===== src/rtl/rtps_pkg.sv =====
// Shared types, constants and helpers for the RTOS priority task scheduler.
package rtps_pkg;

   localparam int NUM_TASKS  = 32;
   localparam int IDLE_TASK  = 31;
   localparam int TASK_SLOTS = 32;

   localparam logic [4:0]  LAST_TASK = 5'(NUM_TASKS - 1);
   localparam logic [31:0] TASK_MASK = 32'((64'd1 << NUM_TASKS) - 64'd1);
   localparam logic [4:0]  IDLE_ID   = 5'(IDLE_TASK);
   localparam logic        IDLE_OK   = (IDLE_TASK < NUM_TASKS);

   typedef enum logic [2:0] {
      KIND_TICK      = 3'd0,
      KIND_DELAY     = 3'd1,
      KIND_SUSPEND   = 3'd2,
      KIND_RESUME    = 3'd3,
      KIND_CREATE    = 3'd4,
      KIND_START     = 3'd5,
      KIND_INT_ENTER = 3'd6,
      KIND_INT_EXIT  = 3'd7
   } kind_type;

   typedef struct packed {
      kind_type    kind;
      logic [4:0]  task_id;
      logic [31:0] delay_ticks;
   } req_type;

   typedef struct packed {
      logic        switched;
      logic        switch_from_interrupt;
      logic [4:0]  previous_task;
      logic [4:0]  current_task;
      logic [31:0] ready_mask;
      logic [31:0] system_time;
   } rsp_type;

   typedef struct packed {
      logic        rd_en;
      logic [4:0]  rd_addr;
      logic        wr_en;
      logic [4:0]  wr_addr;
      logic [31:0] wr_data;
   } dmem_req_type;

   function automatic logic [4:0] first_set(input logic [31:0] bits);
      logic [4:0] idx;
      idx = '0;
      for (int i = 31; i >= 0; i--) begin
         if (bits[i]) begin
            idx = 5'(i);
         end
      end
      return idx;
   endfunction

endpackage


===== src/rtl/rtps_delay_store.sv =====
// Per-task delay counter memory with registered read and reset valid bits.
module rtps_delay_store (
   input  logic                  clock,
   input  logic                  reset,
   input  rtps_pkg::dmem_req_type mem_req,
   output logic [31:0]           rd_data
);

   logic [31:0]                     dly_mem [rtps_pkg::TASK_SLOTS];
   logic [rtps_pkg::TASK_SLOTS-1:0] vld_ff;
   logic [rtps_pkg::TASK_SLOTS-1:0] vld_in;
   logic [31:0]                     rd_raw_ff;
   logic                            rd_vld_ff;

   always_comb begin
      vld_in = vld_ff;
      if (mem_req.wr_en) begin
         vld_in[mem_req.wr_addr] = 1'b1;
      end
   end

   always_ff @(posedge clock) begin
      if (reset) begin
         vld_ff <= '0;
      end else begin
         vld_ff <= vld_in;
      end
   end

   always_ff @(posedge clock) begin
      if (mem_req.wr_en) begin
         dly_mem[mem_req.wr_addr] <= mem_req.wr_data;
      end
      if (mem_req.rd_en) begin
         rd_raw_ff <= dly_mem[mem_req.rd_addr];
         rd_vld_ff <= vld_ff[mem_req.rd_addr];
      end
   end

   assign rd_data = rd_vld_ff ? rd_raw_ff : '0;

endmodule


===== src/rtl/rtos_priority_task_scheduler.sv =====
// Top level of the bitmap priority task scheduler with tick-driven delays.
//
// Usage:
//   req_* carries one scheduler event per beat (tick, delay, suspend, resume,
//   create, start, interrupt enter, interrupt exit). rsp_* returns exactly one
//   result beat per event: switch flags, previous and current task, the ready
//   bitmap and the tick count. Both channels use valid/ready.
//   A non-tick event passes from acceptance through the execute and done states
//   into the output register; the next event is accepted once the block is
//   back in idle. A tick walks all NUM_TASKS delay counters through the delay
//   memory, one entry per cycle (read, decrement, write back), and then moves
//   to the done state, from which its result goes to the output register.
//   One event is in work at a time.
//   A new event is accepted while a finished result still waits on rsp_*;
//   it runs up to its own result and then holds until the output register
//   frees. A stalled receiver therefore stalls req_ready after one event.
//   Reset clears the ready bitmap, running task, started flag, interrupt
//   nesting and tick count; the delay memory reads as zero until written.
module rtos_priority_task_scheduler (
   input  logic              clock,
   input  logic              reset,
   input  logic              req_valid,
   output logic              req_ready,
   input  rtps_pkg::req_type req_data,
   output logic              rsp_valid,
   input  logic              rsp_ready,
   output rtps_pkg::rsp_type rsp_data
);

   typedef enum logic [1:0] {
      ST_IDLE,
      ST_EXEC,
      ST_SWEEP,
      ST_DONE
   } state_type;

   state_type              state_ff, state_in;
   rtps_pkg::req_type      req_ff, req_in;
   logic [31:0]            ready_ff, ready_in;
   logic [4:0]             run_ff, run_in;
   logic                   started_ff, started_in;
   logic [7:0]             nest_ff, nest_in;
   logic [31:0]            tick_ff, tick_in;
   logic [4:0]             idx_ff, idx_in;
   rtps_pkg::rsp_type      res_ff, res_in;
   rtps_pkg::rsp_type      rsp_ff, rsp_in;
   logic                   rsp_valid_ff, rsp_valid_in;
   rtps_pkg::dmem_req_type mem_req;
   logic [31:0]            mem_rd_data;

   rtps_delay_store u_delay_store (
      .clock   (clock),
      .reset   (reset),
      .mem_req (mem_req),
      .rd_data (mem_rd_data)
   );

   always_comb begin
      logic        do_sched;
      logic        id_ok;
      logic [31:0] rdy;
      logic [4:0]  pick;
      logic        sw;
      logic [31:0] id_bit;
      logic [31:0] run_bit;

      state_in     = state_ff;
      req_in       = req_ff;
      ready_in     = ready_ff;
      run_in       = run_ff;
      started_in   = started_ff;
      nest_in      = nest_ff;
      tick_in      = tick_ff;
      idx_in       = idx_ff;
      res_in       = res_ff;
      rsp_in       = rsp_ff;
      rsp_valid_in = rsp_valid_ff;
      mem_req      = '0;

      do_sched = 1'b0;
      id_ok    = (32'(req_ff.task_id) < 32'(rtps_pkg::NUM_TASKS));
      rdy      = ready_ff;
      pick     = '0;
      sw       = 1'b0;
      id_bit   = 32'd1 << req_ff.task_id;
      run_bit  = 32'd1 << run_ff;

      if (rsp_ready) begin
         rsp_valid_in = 1'b0;
      end

      unique case (state_ff)
         ST_IDLE: begin
            if (req_valid) begin
               req_in   = req_data;
               state_in = ST_EXEC;
            end
         end
         ST_EXEC: begin
            unique case (req_ff.kind)
               rtps_pkg::KIND_TICK: begin
               end
               rtps_pkg::KIND_DELAY: begin
                  if (req_ff.delay_ticks != '0) begin
                     rdy             = rdy & ~run_bit;
                     mem_req.wr_en   = 1'b1;
                     mem_req.wr_addr = run_ff;
                     mem_req.wr_data = req_ff.delay_ticks;
                     do_sched        = 1'b1;
                  end
               end
               rtps_pkg::KIND_SUSPEND: begin
                  if (id_ok) begin
                     rdy             = rdy & ~id_bit;
                     mem_req.wr_en   = 1'b1;
                     mem_req.wr_addr = req_ff.task_id;
                     do_sched        = (run_ff == req_ff.task_id);
                  end
               end
               rtps_pkg::KIND_RESUME: begin
                  if (id_ok) begin
                     rdy             = rdy | id_bit;
                     mem_req.wr_en   = 1'b1;
                     mem_req.wr_addr = req_ff.task_id;
                     do_sched        = (run_ff > req_ff.task_id);
                  end
               end
               rtps_pkg::KIND_CREATE: begin
                  if (id_ok) begin
                     rdy             = rdy | id_bit;
                     mem_req.wr_en   = 1'b1;
                     mem_req.wr_addr = req_ff.task_id;
                  end
               end
               rtps_pkg::KIND_START: begin
                  if (!started_ff) begin
                     started_in = 1'b1;
                     if (rtps_pkg::IDLE_OK) begin
                        rdy             = rdy | (32'd1 << rtps_pkg::IDLE_ID);
                        mem_req.wr_en   = 1'b1;
                        mem_req.wr_addr = rtps_pkg::IDLE_ID;
                     end
                     do_sched = 1'b1;
                  end
               end
               rtps_pkg::KIND_INT_ENTER: begin
                  if (nest_ff != 8'hFF) begin
                     nest_in = nest_ff + 8'd1;
                  end
               end
               rtps_pkg::KIND_INT_EXIT: begin
                  if (nest_ff != '0) begin
                     nest_in = nest_ff - 8'd1;
                  end
                  do_sched = (nest_in == '0);
               end
               default: begin
               end
            endcase

            rdy  = rdy & rtps_pkg::TASK_MASK;
            pick = rtps_pkg::first_set(rdy);
            sw   = do_sched && (rdy != '0) && (pick != run_ff);

            if (req_ff.kind == rtps_pkg::KIND_TICK) begin
               tick_in         = tick_ff + 32'd1;
               mem_req.rd_en   = 1'b1;
               mem_req.rd_addr = '0;
               idx_in          = '0;
               state_in        = ST_SWEEP;
            end else begin
               ready_in                     = rdy;
               run_in                       = sw ? pick : run_ff;
               res_in.switched              = sw;
               res_in.switch_from_interrupt = sw && (req_ff.kind == rtps_pkg::KIND_INT_EXIT);
               res_in.previous_task         = run_ff;
               res_in.current_task          = run_in;
               res_in.ready_mask            = rdy;
               res_in.system_time           = tick_ff;
               state_in                     = ST_DONE;
            end
         end
         ST_SWEEP: begin
            if (mem_rd_data != '0) begin
               mem_req.wr_en   = 1'b1;
               mem_req.wr_addr = idx_ff;
               mem_req.wr_data = mem_rd_data - 32'd1;
               if (mem_rd_data == 32'd1) begin
                  ready_in[idx_ff] = 1'b1;
               end
            end
            if (idx_ff == rtps_pkg::LAST_TASK) begin
               res_in.switched              = 1'b0;
               res_in.switch_from_interrupt = 1'b0;
               res_in.previous_task         = run_ff;
               res_in.current_task          = run_ff;
               res_in.ready_mask            = ready_in & rtps_pkg::TASK_MASK;
               res_in.system_time           = tick_ff;
               state_in                     = ST_DONE;
            end else begin
               mem_req.rd_en   = 1'b1;
               mem_req.rd_addr = idx_ff + 5'd1;
               idx_in          = idx_ff + 5'd1;
            end
         end
         ST_DONE: begin
            if (!rsp_valid_ff || rsp_ready) begin
               rsp_in       = res_ff;
               rsp_valid_in = 1'b1;
               state_in     = ST_IDLE;
            end
         end
         default: begin
            state_in = ST_IDLE;
         end
      endcase
   end

   always_ff @(posedge clock) begin
      if (reset) begin
         state_ff     <= ST_IDLE;
         ready_ff     <= '0;
         run_ff       <= '0;
         started_ff   <= 1'b0;
         nest_ff      <= '0;
         tick_ff      <= '0;
         idx_ff       <= '0;
         rsp_valid_ff <= 1'b0;
      end else begin
         state_ff     <= state_in;
         ready_ff     <= ready_in;
         run_ff       <= run_in;
         started_ff   <= started_in;
         nest_ff      <= nest_in;
         tick_ff      <= tick_in;
         idx_ff       <= idx_in;
         rsp_valid_ff <= rsp_valid_in;
      end
      req_ff <= req_in;
      res_ff <= res_in;
      rsp_ff <= rsp_in;
   end

   assign req_ready = (state_ff == ST_IDLE);
   assign rsp_valid = rsp_valid_ff;
   assign rsp_data  = rsp_ff;

endmodule


===== config.mk =====
export PLATFORM = sky130hd
export DESIGN_NAME = rtos_priority_task_scheduler
export DESIGN_NICKNAME = d
export VERILOG_FILES = /design/src/rtl/rtps_pkg.sv /design/src/rtl/rtps_delay_store.sv /design/src/rtl/rtos_priority_task_scheduler.sv
export SDC_FILE = /design/constraint.sdc
export NUM_CORES = 2
export LEC_CHECK = 0
export ABC_AREA = 0
export BUFFER_PORTS_ARGS = -buffer_cell sky130_fd_sc_hd__buf_4
export CAP_MARGIN = 20
export CORE_MARGIN = 2
export CORE_UTILIZATION = 45
export CTS_CLUSTER_SIZE = 25
export DETAILED_ROUTE_END_ITERATION = 7
export RECOVER_POWER = 100
export SLEW_MARGIN = 20
export SYNTH_ARGS = -nofsm -noshare
export SYNTH_HDL_FRONTEND = slang
export SYNTH_HIERARCHICAL = 1
export SYNTH_SLANG_ARGS = --single-unit

===== constraint.sdc =====
create_clock -name clock -period 6 [get_ports clock]
set_input_delay 0.6 -clock clock [delete_from_list [all_inputs] [get_ports clock]]
set_output_delay 0.6 -clock clock [all_outputs]
set_load 0.02 [all_outputs]

==> results by group <==
Outcome
  • Status: complete, but fails checks
  • Failing checks: max-capacitance violations, max-slew violations

Synth
  • Compound-cell area share of the yosys netlist: 7.50%
  • EDFF count, synth: 1249
  • Xor/xnor cell area share of the yosys netlist: 0.929%
  • Distinct cell type count after synthesis: 98
  • FFs w/ async S/R, synth: 0%
  • Cells after Synth: 3807
  • Adder-Cell Fraction of Synth Area: 0.466%
  • Synth Register Bits: 1367
  • Sequential share of the synthesized area: 70.7%
  • Mux cell area share after synthesis: 10.1%
  • Main synth FF type: edfxtp_1
  • Avg Cell Area, Syn: 14.8 sq um
  • Simple-gate share of the synthesized area: 8.06%
  • Syn_nets: 3872
  • Post-Syn Area: 56400 sq um
  • YS warnings: 6
  • Largest family of logic cells by synthesized area: multiplexers

Route
  • DR vias/cell: 5.85
  • Routed via count: 33700
  • Final ANT Viol Nets: 0
  • DR pass1 iterations: 6
  • DRC Markers: 0
  • Initial DRC count: 3341
  • Mean routed wirelength per cell: 25.1 um
  • DRT Wirelength: 145000 um

Global routing
  • Vias in the first global route: 32600
  • Overflow after GRT: 0
  • Total GRT Usage: 22.5%
  • Global-route wire length before repair: 214000 um
  • Grt met2 use: 35.6%
  • Met1 Usage GRT: 32.0%
  • Antenna violations before repair: 0
  • Top Usage Layer GRT: met2
  • Met3 GRT Util: 3.97%
  • Largest net degree at the start of global routing: 91

Placement
  • Placed instance area: 59800 sq um
  • Post-place setup slack: 1040 ps
  • Dpl hpwl: 90900 um
  • GPL Wtd Cong: 0.946
  • Dpl cells: 5465
  • PortBufs: 121

Die
  • Initial Utilization: 45.5%
  • Die height: 358 um
  • Die area: 128000 sq um
  • Core Footprint: 124000 sq um
  • Die span in x: 358 um
  • Rows: 129
  • Boundary pin count: 122

CTS
  • CTS tree: yes
  • Num CTS Buffers: 142
  • Post-CTS resize count: 0
  • CTS max path bufs: 3
  • H-tree level count: 4
  • Postcts setup bufs: 0
  • CTS root buffer: clkbuf_16
  • Worst-path clk slew: 60 ps
  • Clk Latency, worst-skew pair: 790 ps
  • CTS sink count: 1367

Layout
  • Fin cells: 5762
  • Final net count: 4073
  • Synthesis-to-layout area growth: 13.9%
  • Diode count: 0
  • Share of cells above drive strength 1: 10.1%
  • Finished Cell Area: 64200 sq um

Power
  • P per Cell Area: 372 nW/um^2
  • Leak Pwr: 20.9 nW
  • PnR Total Power: 0.0239 W
  • Peak VDD IR: 0.236 mV

Worst setup path
  • R2R Path Start: u_delay_store/rd_vld_ff
  • Startpoint type of the worst setup path: register
  • Flop2flop setup slack: 640 ps
  • Setup CP Type: reg -> reg
  • R2R Path End: u_delay_store/dly_mem[5][11]
  • Largest fanout on the critical path: 33
  • WP data arrival: 5740 ps
  • Reg2Reg Depth: 13
  • WP data required: 6390 ps
  • CP endpoint kind: register

Timing
  • Setup violators final: 0
  • Worst setup margin: 643 ps
  • Ratio of final minimum period to clock period: 89.3%
  • Setup TNS: 0 ps
  • Slew headroom: -161%
  • Unrepaired setup endpoints after global routing: no
  • Worst Skew: 30.5 ps
  • Tmin final: 5360 ps
  • Worst slew pin tran: 3920 ps
  • Peak Freq: 0.187 GHz
  • Slew Viols, Final: 1093
  • Final hold vios: 0

Hold path
  • WHS Path Cells: 4
  • Hold EP: rsp_valid
  • Worst hold-check path type: in -> reg
  • HP Start: rsp_ready

Job
  • Max-Cap Viols: 32
-- timing repair --
item	in CTS	in global routing
hold endpoints to repair	35	0
hold buffers	35	0
endpoints found under the setup margin	0	0
-- registers in the layout (all words and copies together) (netlist names), 32 cells and up --
name,flops
rsp_data,76
tick_ff,32
req_ff,40
res_ff,76
u_delay_store/dly_mem,1024
u_delay_store/rd_raw_ff,32
u_delay_store/vld_ff,32
ready_ff,32
-- stage by stage --
step | util (%) | hold slack (ps)
CTS | 52.3 | 0.470
detailed placement | 48.2 | 405
floorplan | - | 400
global placement | 48.2 | 401
global route | 51.8 | 136
finish | 51.8 | 141
-- worst max-delay path, stage by stage, from the launching register on --
cell and delay, ps:
edfxtp_1 560, and2_0 290, or4_1 590, or4_1 410
nor3_1 270, and3_1 260, nand2_1 80, and2_0 480
a21oi_1 310, nor2b_1 200, nor2_1 150, nand2_1 270
nor2_4 190, clkbuf_2 870
-- synthesized netlist by cell type (8+ instances only) --
library cell,instances,area [sq um]
o211ai_1,11,82.6
nor2b_1,51,319
nor2_1,202,758
nor3b_1,8,60.1
o21a_1,8,60.1
nor3_1,62,310
clkbuf_1,107,402
xor2_1,40,350
a211oi_1,9,67.6
nand2b_1,24,150
buf_2,51,255
and3_1,17,106
dfxtp_1,118,2360
ha_1,21,263
buf_1,17,63.8
buf_6,23,259
and2_1,48,300
o41ai_1,11,96.3
nand2_1,243,912
nand4_1,16,100
inv_1,24,90.1
o21ai_0,47,235
nor4_1,22,138
nand3_1,140,701
a21oi_1,206,1030
a22oi_1,130,976
and4_1,8,70.1
xnor2_1,18,158
o31ai_1,15,113
mux2i_1,560,5610
or3_1,11,68.8
buf_4,22,165
nand3b_1,13,97.6
o21ai_1,8,40.0
a22o_1,67,587
a31oi_1,51,319
edfxtp_1,1249,37500
-- how the worst max path moves through the flow --
stage	startpoint	endpoint	slack (ps)	cells past startpoint
after CTS	u_delay_store/rd_vld_ff	u_delay_store/dly_mem[16][11]	1010	12
after floorplan	req_ff[37]	res_ff[0]	570	9
after global routing	u_delay_store/rd_vld_ff	u_delay_store/vld_ff[10]	400	14
final	u_delay_store/rd_vld_ff	u_delay_store/dly_mem[5][11]	640	13
after global placement	u_delay_store/rd_vld_ff	u_delay_store/dly_mem[18][27]	1150	12
after detailed placement	u_delay_store/rd_vld_ff	u_delay_store/dly_mem[16][3]	1040	12
-- where the power goes --
| group | internal [W] | leakage, nW | switching, W |
|---|---|---|---|
| Clock | 0.00513 | 2.31 | 0.00374 |
| Sequential | 0.0113 | 13.5 | 0.000276 |
| Combinational | 0.00111 | 5.06 | 0.00239 |
| Total | 0.0175 | 20.9 | 0.00640 |
-- layer usage --
layer	share of wire (%)	routed length, um
met2	46	67300
met4	2.3	3390
met5	0	0
met1	44	64100
met3	6.9	9970
-- cell usage in the layout (no fill, tap or decap), types with 11 or more instances in the layout --
cell type	instances
xnor2_1	18
nor2b_1	31
nand4_1	17
and3_1	16
bufinv_16	15
a22oi_1	130
o31ai_1	15
o21ai_0	47
clkbuf_2	11
buf_12	23
dlygate4sd3_1	35
xor2_1	40
clkbuf_1	154
o211ai_1	11
nor2_1	172
nor4_1	22
a31oi_1	51
nor3_1	62
a22o_1	67
nor2b_2	17
a21oi_1	206
clkinv_1	30
ha_1	20
buf_4	64
dfxtp_1	118
inv_1	24
and2_1	38
mux2i_1	560
clkinv_2	29
o41ai_1	11
nand3_1	140
nor2_4	30
clkbuf_16	143
or3_1	11
nand2_1	243
nand3b_1	13
nand2b_1	22
clkbuf_4	15
edfxtp_1	1249
-- cells by family (layout without fill, tap and decap cells) --
family,after synthesis,in the layout
flops,1367,1367
simple gates,915,915
compound gates,629,629
mux,565,565
buf+inv,251,569
xor+xnor,59,59
fa+ha+maj,21,21
-- layout make-up --
class / instances / area, sq um
Timing Repair Buffer: 283 / 1970
Clock buffer: 166 / 3700
Inverter: 25 / 93.8
Sequential cell: 1367 / 39900
Tap cell: 1637 / 2050
Clock inverter: 95 / 1030
Multi-Input combinational cell: 2189 / 15500
Fill cell: 10400 / 59900
No activity file was read; power rests on OpenSTA's default activity.
